File: src/hw/rtl/ppe_pkg.sv
`timescale 1ns / 1ps
// ----------------------------------------------------------------------------
// ppe_pkg: shared types and constants for the peak prominence engine
// Payload structs, action and status codes, controller/datapath interface.
// ----------------------------------------------------------------------------
package ppe_pkg;

	localparam int MaxPoints = 4096;
	localparam int MaxPeaks  = 64;
	localparam int PtAw      = $clog2(MaxPoints);
	localparam int PkAw      = $clog2(MaxPeaks);
	localparam int PtCw      = PtAw + 1;
	localparam int PkCw      = PkAw + 1;
	localparam int MinPoints = 3;

	localparam logic [1:0] ACT_POINT = 2'd0;
	localparam logic [1:0] ACT_PEAK  = 2'd1;
	localparam logic [1:0] ACT_RUN   = 2'd2;

	localparam logic [1:0] ST_OK       = 2'd0;
	localparam logic [1:0] ST_FEW      = 2'd1;
	localparam logic [1:0] ST_OVERFLOW = 2'd2;

	localparam logic REG_VALLEY_MODE = 1'b0;
	localparam logic REG_ZERO_TOL    = 1'b1;

	typedef struct packed {
		logic [1:0]         action;
		logic [31:0]        x_position;
		logic signed [31:0] intensity;
	} in_item_t;

	typedef struct packed {
		logic [31:0] prominence;
		logic [5:0]  peak_number;
		logic [1:0]  status;
		logic        last;
	} out_item_t;

	// controller -> datapath commands
	typedef struct packed {
		logic            ld_point;    // write point store at point count
		logic            ld_peak;     // write peak store at peak count
		logic            clr_counts;
		logic            pk_rd;       // read peak at cur_i (target)
		logic            set_target;  // latch target from peak read data
		logic            scan_rd;     // read peak at scan_j
		logic            scan_acc;    // fold peak read data into bounds
		logic            ends_rd;     // read first/last point
		logic            ends_lat;
		logic            pt_rd;       // read point at scan_k
		logic            pt_acc;      // fold point read data into minima
		logic            emit;        // present result for cur_i
		logic            emit_err;
		logic [PkAw-1:0] cur_i;
		logic [PkAw-1:0] scan_j;
		logic [PtAw-1:0] scan_k;
		logic            first_last;  // ends_lat: 0 first point, 1 last
		logic            is_last;
	} ppe_cmd_t;

	typedef struct packed {
		logic [PtCw-1:0] point_count;
		logic [PkCw-1:0] peak_count;
	} ppe_stat_t;

endpackage

File: src/hw/rtl/ppe_ctrl.sv
`timescale 1ns / 1ps
// ----------------------------------------------------------------------------
// ppe_ctrl: run sequencer
// Walks peaks, the bound scan over all peaks and the point scan per peak.
// ----------------------------------------------------------------------------
module ppe_ctrl (
	input  logic               clk,
	input  logic               arst_n,
	input  logic               start,
	input  logic [1:0]         action,
	input  ppe_pkg::ppe_stat_t stat,
	output logic               busy,
	output ppe_pkg::ppe_cmd_t  cmd
);
	import ppe_pkg::*;

	typedef enum logic [3:0] {
		S_IDLE, S_TGT_RD, S_TGT_LAT, S_SCAN, S_SCAN_LAST, S_ENDS_F, S_ENDS_L,
		S_ENDS_L2, S_PTS, S_PTS_LAST, S_EMIT, S_DONE
	} state_t;

	state_t          state_q;
	logic [PkAw-1:0] i_q, j_q;
	logic [PtAw-1:0] k_q;
	logic            busy_q;
	logic            accept, run_go;
	logic [PkCw-1:0] i_next;

	assign accept = start && !busy_q;
	assign run_go = accept && action == ACT_RUN;
	assign busy   = busy_q;
	assign i_next = PkCw'(i_q) + 1'b1;

	always_ff @(posedge clk or negedge arst_n) begin
		if (!arst_n) begin
			state_q <= S_IDLE;
			busy_q  <= 1'b0;
			i_q     <= '0;
			j_q     <= '0;
			k_q     <= '0;
		end else begin
			case (state_q)
				S_IDLE: begin
					if (run_go) begin
						busy_q <= 1'b1;
						i_q    <= '0;
						if (stat.point_count < PtCw'(MinPoints) || stat.peak_count == '0)
							state_q <= S_DONE;
						else
							state_q <= S_TGT_RD;
					end
				end
				S_TGT_RD:  state_q <= S_TGT_LAT;
				S_TGT_LAT: begin
					j_q     <= '0;
					state_q <= S_SCAN;
				end
				S_SCAN: begin
					// read issued at j; fold arrives next cycle
					if (PkCw'(j_q) + 1'b1 == stat.peak_count) state_q <= S_SCAN_LAST;
					else j_q <= j_q + 1'b1;
				end
				S_SCAN_LAST: state_q <= S_ENDS_F;
				S_ENDS_F:    state_q <= S_ENDS_L;
				S_ENDS_L:    state_q <= S_ENDS_L2;
				S_ENDS_L2: begin
					k_q     <= '0;
					state_q <= S_PTS;
				end
				S_PTS: begin
					if (PtCw'(k_q) + 1'b1 == stat.point_count) state_q <= S_PTS_LAST;
					else k_q <= k_q + 1'b1;
				end
				S_PTS_LAST: state_q <= S_EMIT;
				S_EMIT: begin
					if (i_next == stat.peak_count) begin
						state_q <= S_DONE;
					end else begin
						i_q     <= i_q + 1'b1;
						state_q <= S_TGT_RD;
					end
				end
				S_DONE: begin
					busy_q  <= 1'b0;
					state_q <= S_IDLE;
				end
				default: state_q <= S_IDLE;
			endcase
		end
	end

	always_comb begin
		cmd            = '0;
		cmd.cur_i      = i_q;
		cmd.scan_j     = j_q;
		cmd.is_last    = i_next == stat.peak_count;
		cmd.ld_point   = accept && action == ACT_POINT;
		cmd.ld_peak    = accept && action == ACT_PEAK;
		cmd.scan_k     = k_q;
		case (state_q)
			S_IDLE: begin
				cmd.emit_err = run_go && stat.point_count < PtCw'(MinPoints);
			end
			S_TGT_RD:  cmd.pk_rd = 1'b1;
			S_TGT_LAT: cmd.set_target = 1'b1;
			S_SCAN: begin
				cmd.scan_rd  = 1'b1;
				cmd.scan_acc = j_q != '0;
			end
			S_SCAN_LAST: cmd.scan_acc = 1'b1;
			S_ENDS_F: begin
				cmd.scan_k = '0;
			end
			S_ENDS_L: begin
				cmd.ends_lat   = 1'b1;
				cmd.first_last = 1'b0;
				cmd.scan_k     = PtAw'(stat.point_count - 1'b1);
			end
			S_ENDS_L2: begin
				cmd.ends_lat   = 1'b1;
				cmd.first_last = 1'b1;
			end
			S_PTS: begin
				cmd.pt_rd  = 1'b1;
				cmd.pt_acc = k_q != '0;
			end
			S_PTS_LAST: cmd.pt_acc = 1'b1;
			S_EMIT:     cmd.emit = 1'b1;
			S_DONE:     cmd.clr_counts = 1'b1;
			default: ;
		endcase
		cmd.ends_rd = state_q == S_ENDS_F || state_q == S_ENDS_L;
	end

	a_busy_idle: assert property (@(posedge clk) disable iff (!arst_n)
		(state_q == S_IDLE) |-> !busy_q)
		else $error("busy in idle");
	a_run_busy: assert property (@(posedge clk) disable iff (!arst_n)
		run_go |=> busy_q)
		else $error("run did not start");
	a_no_load_busy: assert property (@(posedge clk) disable iff (!arst_n)
		busy_q |-> !cmd.ld_point && !cmd.ld_peak)
		else $error("load while busy");
endmodule

File: config.mk
export PLATFORM = sky130hd
export DESIGN_NAME = ppe_ctrl
export DESIGN_NICKNAME = d
export VERILOG_FILES = /design/src/hw/rtl/ppe_pkg.sv /design/src/hw/rtl/ppe_ctrl.sv
export SDC_FILE = /design/constraint.sdc
export NUM_CORES = 1
export LEC_CHECK = 0
export ABC_CLOCK_PERIOD_IN_PS = 3000
export BUFFER_PORTS_ARGS = -buffer_cell sky130_fd_sc_hd__buf_2
export CORE_UTILIZATION = 52
export CTS_BUF_LIST = sky130_fd_sc_hd__clkbuf_8
export DETAILED_ROUTE_END_ITERATION = 10
export PLACE_DENSITY = 0.77
export RECOVER_POWER = 50
export SLEW_MARGIN = 30
export SYNTH_ARGS = -nofsm -noshare
export SYNTH_HDL_FRONTEND = slang
export SYNTH_SLANG_ARGS = --single-unit
export TNS_END_PERCENT = 1
File: constraint.sdc
create_clock -name clk -period 3 [get_ports clk]
set_clock_uncertainty 0.1 [all_clocks]
set_input_delay 0.6 -clock clk [delete_from_list [all_inputs] [get_ports clk]]
set_output_delay 0.6 -clock clk [all_outputs]
set_load 0.02 [all_outputs]
# ---- Yosys cells after proc, flatten, opt, wreduce, memory -nomap -nowiden
# Cells that the tools add are included.
dict set report word_totals {
  romBits 0
  out_inout_bits 40
  regBits 29
  latchBits 0
  word_cells 85
  ram_bits 0
  in_bits 25
  mem_count 0
}
dict set report classes {
  n_bitwise 0
  multipliers 0
  shifts 0
  n_reduce_logical 23
  n_addsub 7
  div 0
  eq_ne 22
  magnitude_cmp 1
  muxes 27
}
# operator count
set op_table {}
lappend op_table {{$pmux 12 s2} 2}
lappend op_table {{$pmux 4 s11} 1}
lappend op_table {{$pmux 6 s2} 2}
lappend op_table {{$mux 4} 5}
lappend op_table {{$mux 6} 3}
lappend op_table {{$eq 4x3->1 const B} 4}
lappend op_table {{$eq 4x4->1 const B} 4}
lappend op_table {{$add 6x1->7 const B} 2}
lappend op_table {{$eq 7x7->1} 2}
lappend op_table {{$add 12x1->13 const B} 1}
lappend op_table {{$eq 13x13->1} 1}
lappend op_table {{$lt 13x2->1 const B} 1}
lappend op_table {{$add 12x1->12 const B} 1}
lappend op_table {{$add 6x1->6 const B} 2}
lappend op_table {{$mux 12} 1}
lappend op_table {{$ne 2x2->1 const B} 6}
lappend op_table {{$reduce_bool 12->1} 1}
lappend op_table {{$sub 12x1->12 const B} 1}
lappend op_table {{$mux 1} 10}
lappend op_table {{$eq 4x2->1 const B} 2}
lappend op_table {{$reduce_bool 2->1} 4}
lappend op_table {{$logic_not 7->1} 1}
lappend op_table {{$pmux 1 s2} 3}
lappend op_table {{$reduce_and 2->1} 3}
lappend op_table {{11 further kinds} 17}

# ---- Depth between registers and ports, before layout
dict set report depth {
  ltp_word 5
  depth_mapped 11
  depth_no_buf 8
}

# ---- Worst setup path before layout
# OpenSTA, ideal clock, no wires.
dict set report synth_path {
  kind {input to output}
  from {input stat[10] (netlist name)}
  to {output cmd[13] (netlist name)}
  cell_stages 6
  required_ns 2.300
  path_buffers 1
  t_arrival_ns 2.465
  slack_ns -0.165
  path_cell_list {clkbuf_1 > or4_1 > or4_1 > nor3_1 > xnor2_1 > o21ai_0}
}
# item line_no
set synth_rtl {}
lappend synth_rtl {{from (decl)} ppe_ctrl.sv:11} ;# input ppe_pkg::ppe_stat_t stat,
lappend synth_rtl {{to (decl)} ppe_ctrl.sv:13} ;# output ppe_pkg::ppe_cmd_t cmd

==> summary.md <==
| Metric | Value |
|---|---|
| Outcome | `complete, but fails checks` |
| Failing checks | `capacitance limit, slew limit` |
| Min-Delay Endpoint | `i_q[0]$_DFFE_PN0P_` |
| Leading cell type by number of instances after synthesis | `nand2_1` |
| Antenna Cells | `0` |
| Net count after synthesis | `433` |
| Hold path startpoint | `i_q[0]$_DFFE_PN0P_` |
| Max-slew violations | `30` |
| Largest family of logic cells by synthesized area | `simple AND/OR/NAND/NOR gates` |
| Combinational cell fraction of total power | `60.0%` |
| Final critical-path setup slack | `0.006306 ns` |
| Via count of the first global-routing pass | `3259` |
| Sequential share of power | `28.4%` |
| Chip Height | `78.69 um` |
| Internal power | `1329 uW` |
| Per-instance average area after synthesis | `7.607 sq um` |
| TritonCTS Buffers | `5` |
| H-tree depth | `2` |
| Largest fanout on the critical path | `3` |
| CP cell instances | `buf_2 > or4_4 > or4_4 > buf_4 > nor2_2 > xnor2_1 > o21ai_1 > buf_4` |
| Net total in the final layout | `505` |
| Number of cells traversed by the worst register-to-register path | `8` |
| Num Clock Sinks | `29` |
| Buffer type at the clock tree root | `clkbuf_8` |
| Overflow left after global routing | `0` |
| Final Hold Violating Endpoints | `0` |
| Complex-gate fraction of the synthesized area | `22.09%` |
| Smallest hold slack | `0.4893 ns` |
| Post-DRT Antenna Nets | `0` |
| Core area | `5574 sq um` |
| DRC violation count after routing | `0` |
| HPWL reported at the end of detailed placement | `7216 um` |
| Required time of the critical path | `2.30 ns` |
| Number of enable flip-flop cells after synthesis | `0` |
| Endpoint of the worst register-to-register path | `k_q[10]$_DFFE_PN0P_` |
| Xor and xnor fraction of the mapped netlist area | `11.05%` |
| Gate Count Post-Synth | `402` |
| Family with the most delay on the worst path | `simple AND/OR/NAND/NOR gates` |
| Endpoint arrival time on the critical path | `2.29 ns` |
| Highest Clock Rate | `334.0 MHz` |
| Flop2flop setup slack | `0.16 ns` |
| Max clock buf depth | `2` |
| Cell area after placement | `3548 sq um` |
| Power Density | `767.1 nW/um^2` |
| Number of max-cap violations | `1` |
| Quantity of hold-fixing buffers added after cts | `0` |
| Average detailed-routed wire length per instance | `17.69 um` |
| Setup repair after global routing missed its margin | `true` |
| Asr flop ratio synth | `100.0%` |
| Width of the die | `78.69 um` |
| Critical Path Max Stage Delay | `0.54 ns` |
| Actual slew at the worst max-slew pin | `1.649 ns` |
| Crit end category | `output port` |
| Number of top-level design ports | `65` |
| Syn Std Cell Area | `3058 sq um` |
| Synthesis-stage register bit count | `29` |
| Portion of the clock cycle consumed by the worst path in the final layout | `99.79%` |
| Most common flop cell mapped by yosys | `dfrtp_1` |
| 1st-iter DRT viols | `250` |
| Commonest cells in the netlist | `nand2_1, dfrtp_1, nand3_1, xnor2_1, o21ai_0` |
| Sequential fraction of the synthesis area | `23.73%` |
| Worst supply voltage drop on vdd | `0.4850 mV` |
| Kind of launch point of the worst setup path | `primary input` |
| Worst hold path depth | `1` |
| Detailed Route WL | `9678 um` |
| # setup viols final | `0` |
| Post-synthesis share of cell area spent on full adders, half adders and majority gates | `2.455%` |
| Reg clk slew, reported paths | `0.06 ns` |
| Static leakage power | `0.001544 uW` |
| Wire length of the first global-routing pass | `15970 um` |
| Share of synthesized area spent on multiplexers | `2.373%` |
| Slew headroom | `-9.912%` |
| IO buf count | `64` |
| Post-route cell area | `3632 sq um` |
| Critical setup path kind | `in -> out` |
| Yosys cell types | `62` |
| Top post-synthesis cells by area | `dfrtp_1, xnor2_1, nand2_1, nand3_1, o21ai_0` |
| Total GRT Usage | `33.16%` |
| Share of the synthesized area in the top cell type | `23.73%` |
| Worst setup slack after placement | `-0.03915 ns` |
| Via count normalized by instance count | `6.316` |
| Site Rows | `27` |
| Cell type with the largest total area after synthesis | `dfrtp_1` |
| Initial cell density of the core | `54.86%` |
| R2R Path Start | `k_q[0]$_DFFE_PN0P_` |
| Detailed-route via count | `3455` |
| GPL Wtd Cong | `0.9241` |
| Switching part of the total | `52.31%` |
| Layout overhead on the synthesized area | `18.78%` |
| First drt pass iteration count | `5` |
| Classification of the worst-slack hold path | `reg -> reg` |
| Insertion delay to the later sink of the worst-skew pair | `0.29 ns` |
| Core utilization of the finished layout | `65.16%` |
| CTS tree | `done` |
| Fraction of layout instances using a drive strength above 1 | `21.68%` |
| Buffers & Inverters on Critical Path | `3` |
| Clock power share | `11.5%` |
| Final Critical Period | `2.994 ns` |
| Power spent charging and discharging nets | `1457 uW` |
| Highest-delay cell along the critical path | `or4_4` |
| Yosys warnings | `0` |
| Simple-gate portion of the synthesized area | `30.97%` |
| Initial antenna violation count | `0` |
| Maximum number of pins on one net before global-route repair | `30` |
| Overall die area | `6191 sq um` |
[worst reg2reg max path: stages (launching register included)]
cell	delay, ns
dfrtp_1	0.37
inv_1	0.06
ha_1	0.31
xor2_1	0.17
a211oi_1	0.24
o2111ai_1	0.18
or4_4	0.55
or4_4	0.55
o211ai_1	0.23
[metrics by stage]
step / TNS, ns / cells / total power [uW]
final: 0 / 547 / 2786
after global routing: -0.07009 / 547 / 2990
after CTS: 0 / 547 / 2779
after detailed placement: -0.06407 / 539 / 2447
after global placement: -0.03818 / 539 / 2408
after floorplan: -0.1345 / 402 / 1901
[area by class of cell]
| type | count | area [sq um] |
|---|---|---|
| Clock buffer | 5 | 68.82 |
| Clock inverter | 3 | 13.76 |
| Fill cell | 497 | 1942 |
| Inverter | 23 | 86.33 |
| Multi-Input combinational cell | 322 | 2125 |
| Sequential cell | 29 | 726.9 |
| Tap cell | 72 | 90.09 |
| Timing Repair Buffer | 93 | 521.8 |
[flip-flops by register name, indices dropped and copies added (netlist names)]
name,cells
i_q,6
j_q,6
k_q,12
state_q,4
busy,1
[worst max-delay path by stage]
stage / startpoint / end / slack (ns) / depth (start not counted)
after floorplan: k_q[0]$_DFFE_PN0P_ / k_q[3]$_DFFE_PN0P_ / -0.04 / 11
after global placement: stat[13] / cmd[12] / -0.02 / 8
after detailed placement: stat[13] / cmd[12] / -0.04 / 8
after CTS: stat[13] / cmd[12] / 0.0006 / 8
after global routing: stat[13] / cmd[12] / -0.04 / 8
final: stat[13] / cmd[12] / 0.006 / 8
[power groups by stage]
stage                     Sequential, uW  Clock, uW  Combinational [uW]
final                                792        322                1670
after global routing                 820        341                1830
after CTS                            778        327                1670
after detailed placement             783          0                1660
after global placement               776          0                1630
after floorplan                      720          0                1180
[metal layers]
metal  GRT usage [%]  part of all wire (%)
met1           45.83                    44
met2           50.43                    46
met3           5.698                   8.1
met4           14.26                   1.9
met5               0                     0
[timing repair]
item | CTS | global route
setup endpoints to repair | 4 | 14
buffers inserted | 0 | 0
gates resized for setup | 6 | 3
pin swaps | 0 | 2
[cells by family after synthesis]
logic type      Yosys count
compound gates           95
xor+xnor                 37
fa+ha+maj                 6
buf+inv                  51
flops                    29
mux                       7
simple gates            177
[cells in the final DEF (no fill, tap or decap), drive strengths merged, types with 4 or more instances in the layout]
cell type  count
buf           76
or3            5
nor2          21
o22ai          4
clkbuf        22
and3           7
inv           23
nor3          13
a21oi          7
and2           6
and4           4
a21o           5
nand3         26
xnor2         26
a211oi         6
nor4b          4
nor4          11
dfrtp         29
mux2i          5
nor2b          5
nand2         46
xor2          10
ha             6
a31oi          6
or4            5
o211ai        11
nand2b         8
o21ai         26
o41ai          8
nand4         10
Note: power is estimated with default switching activity, not from simulation.
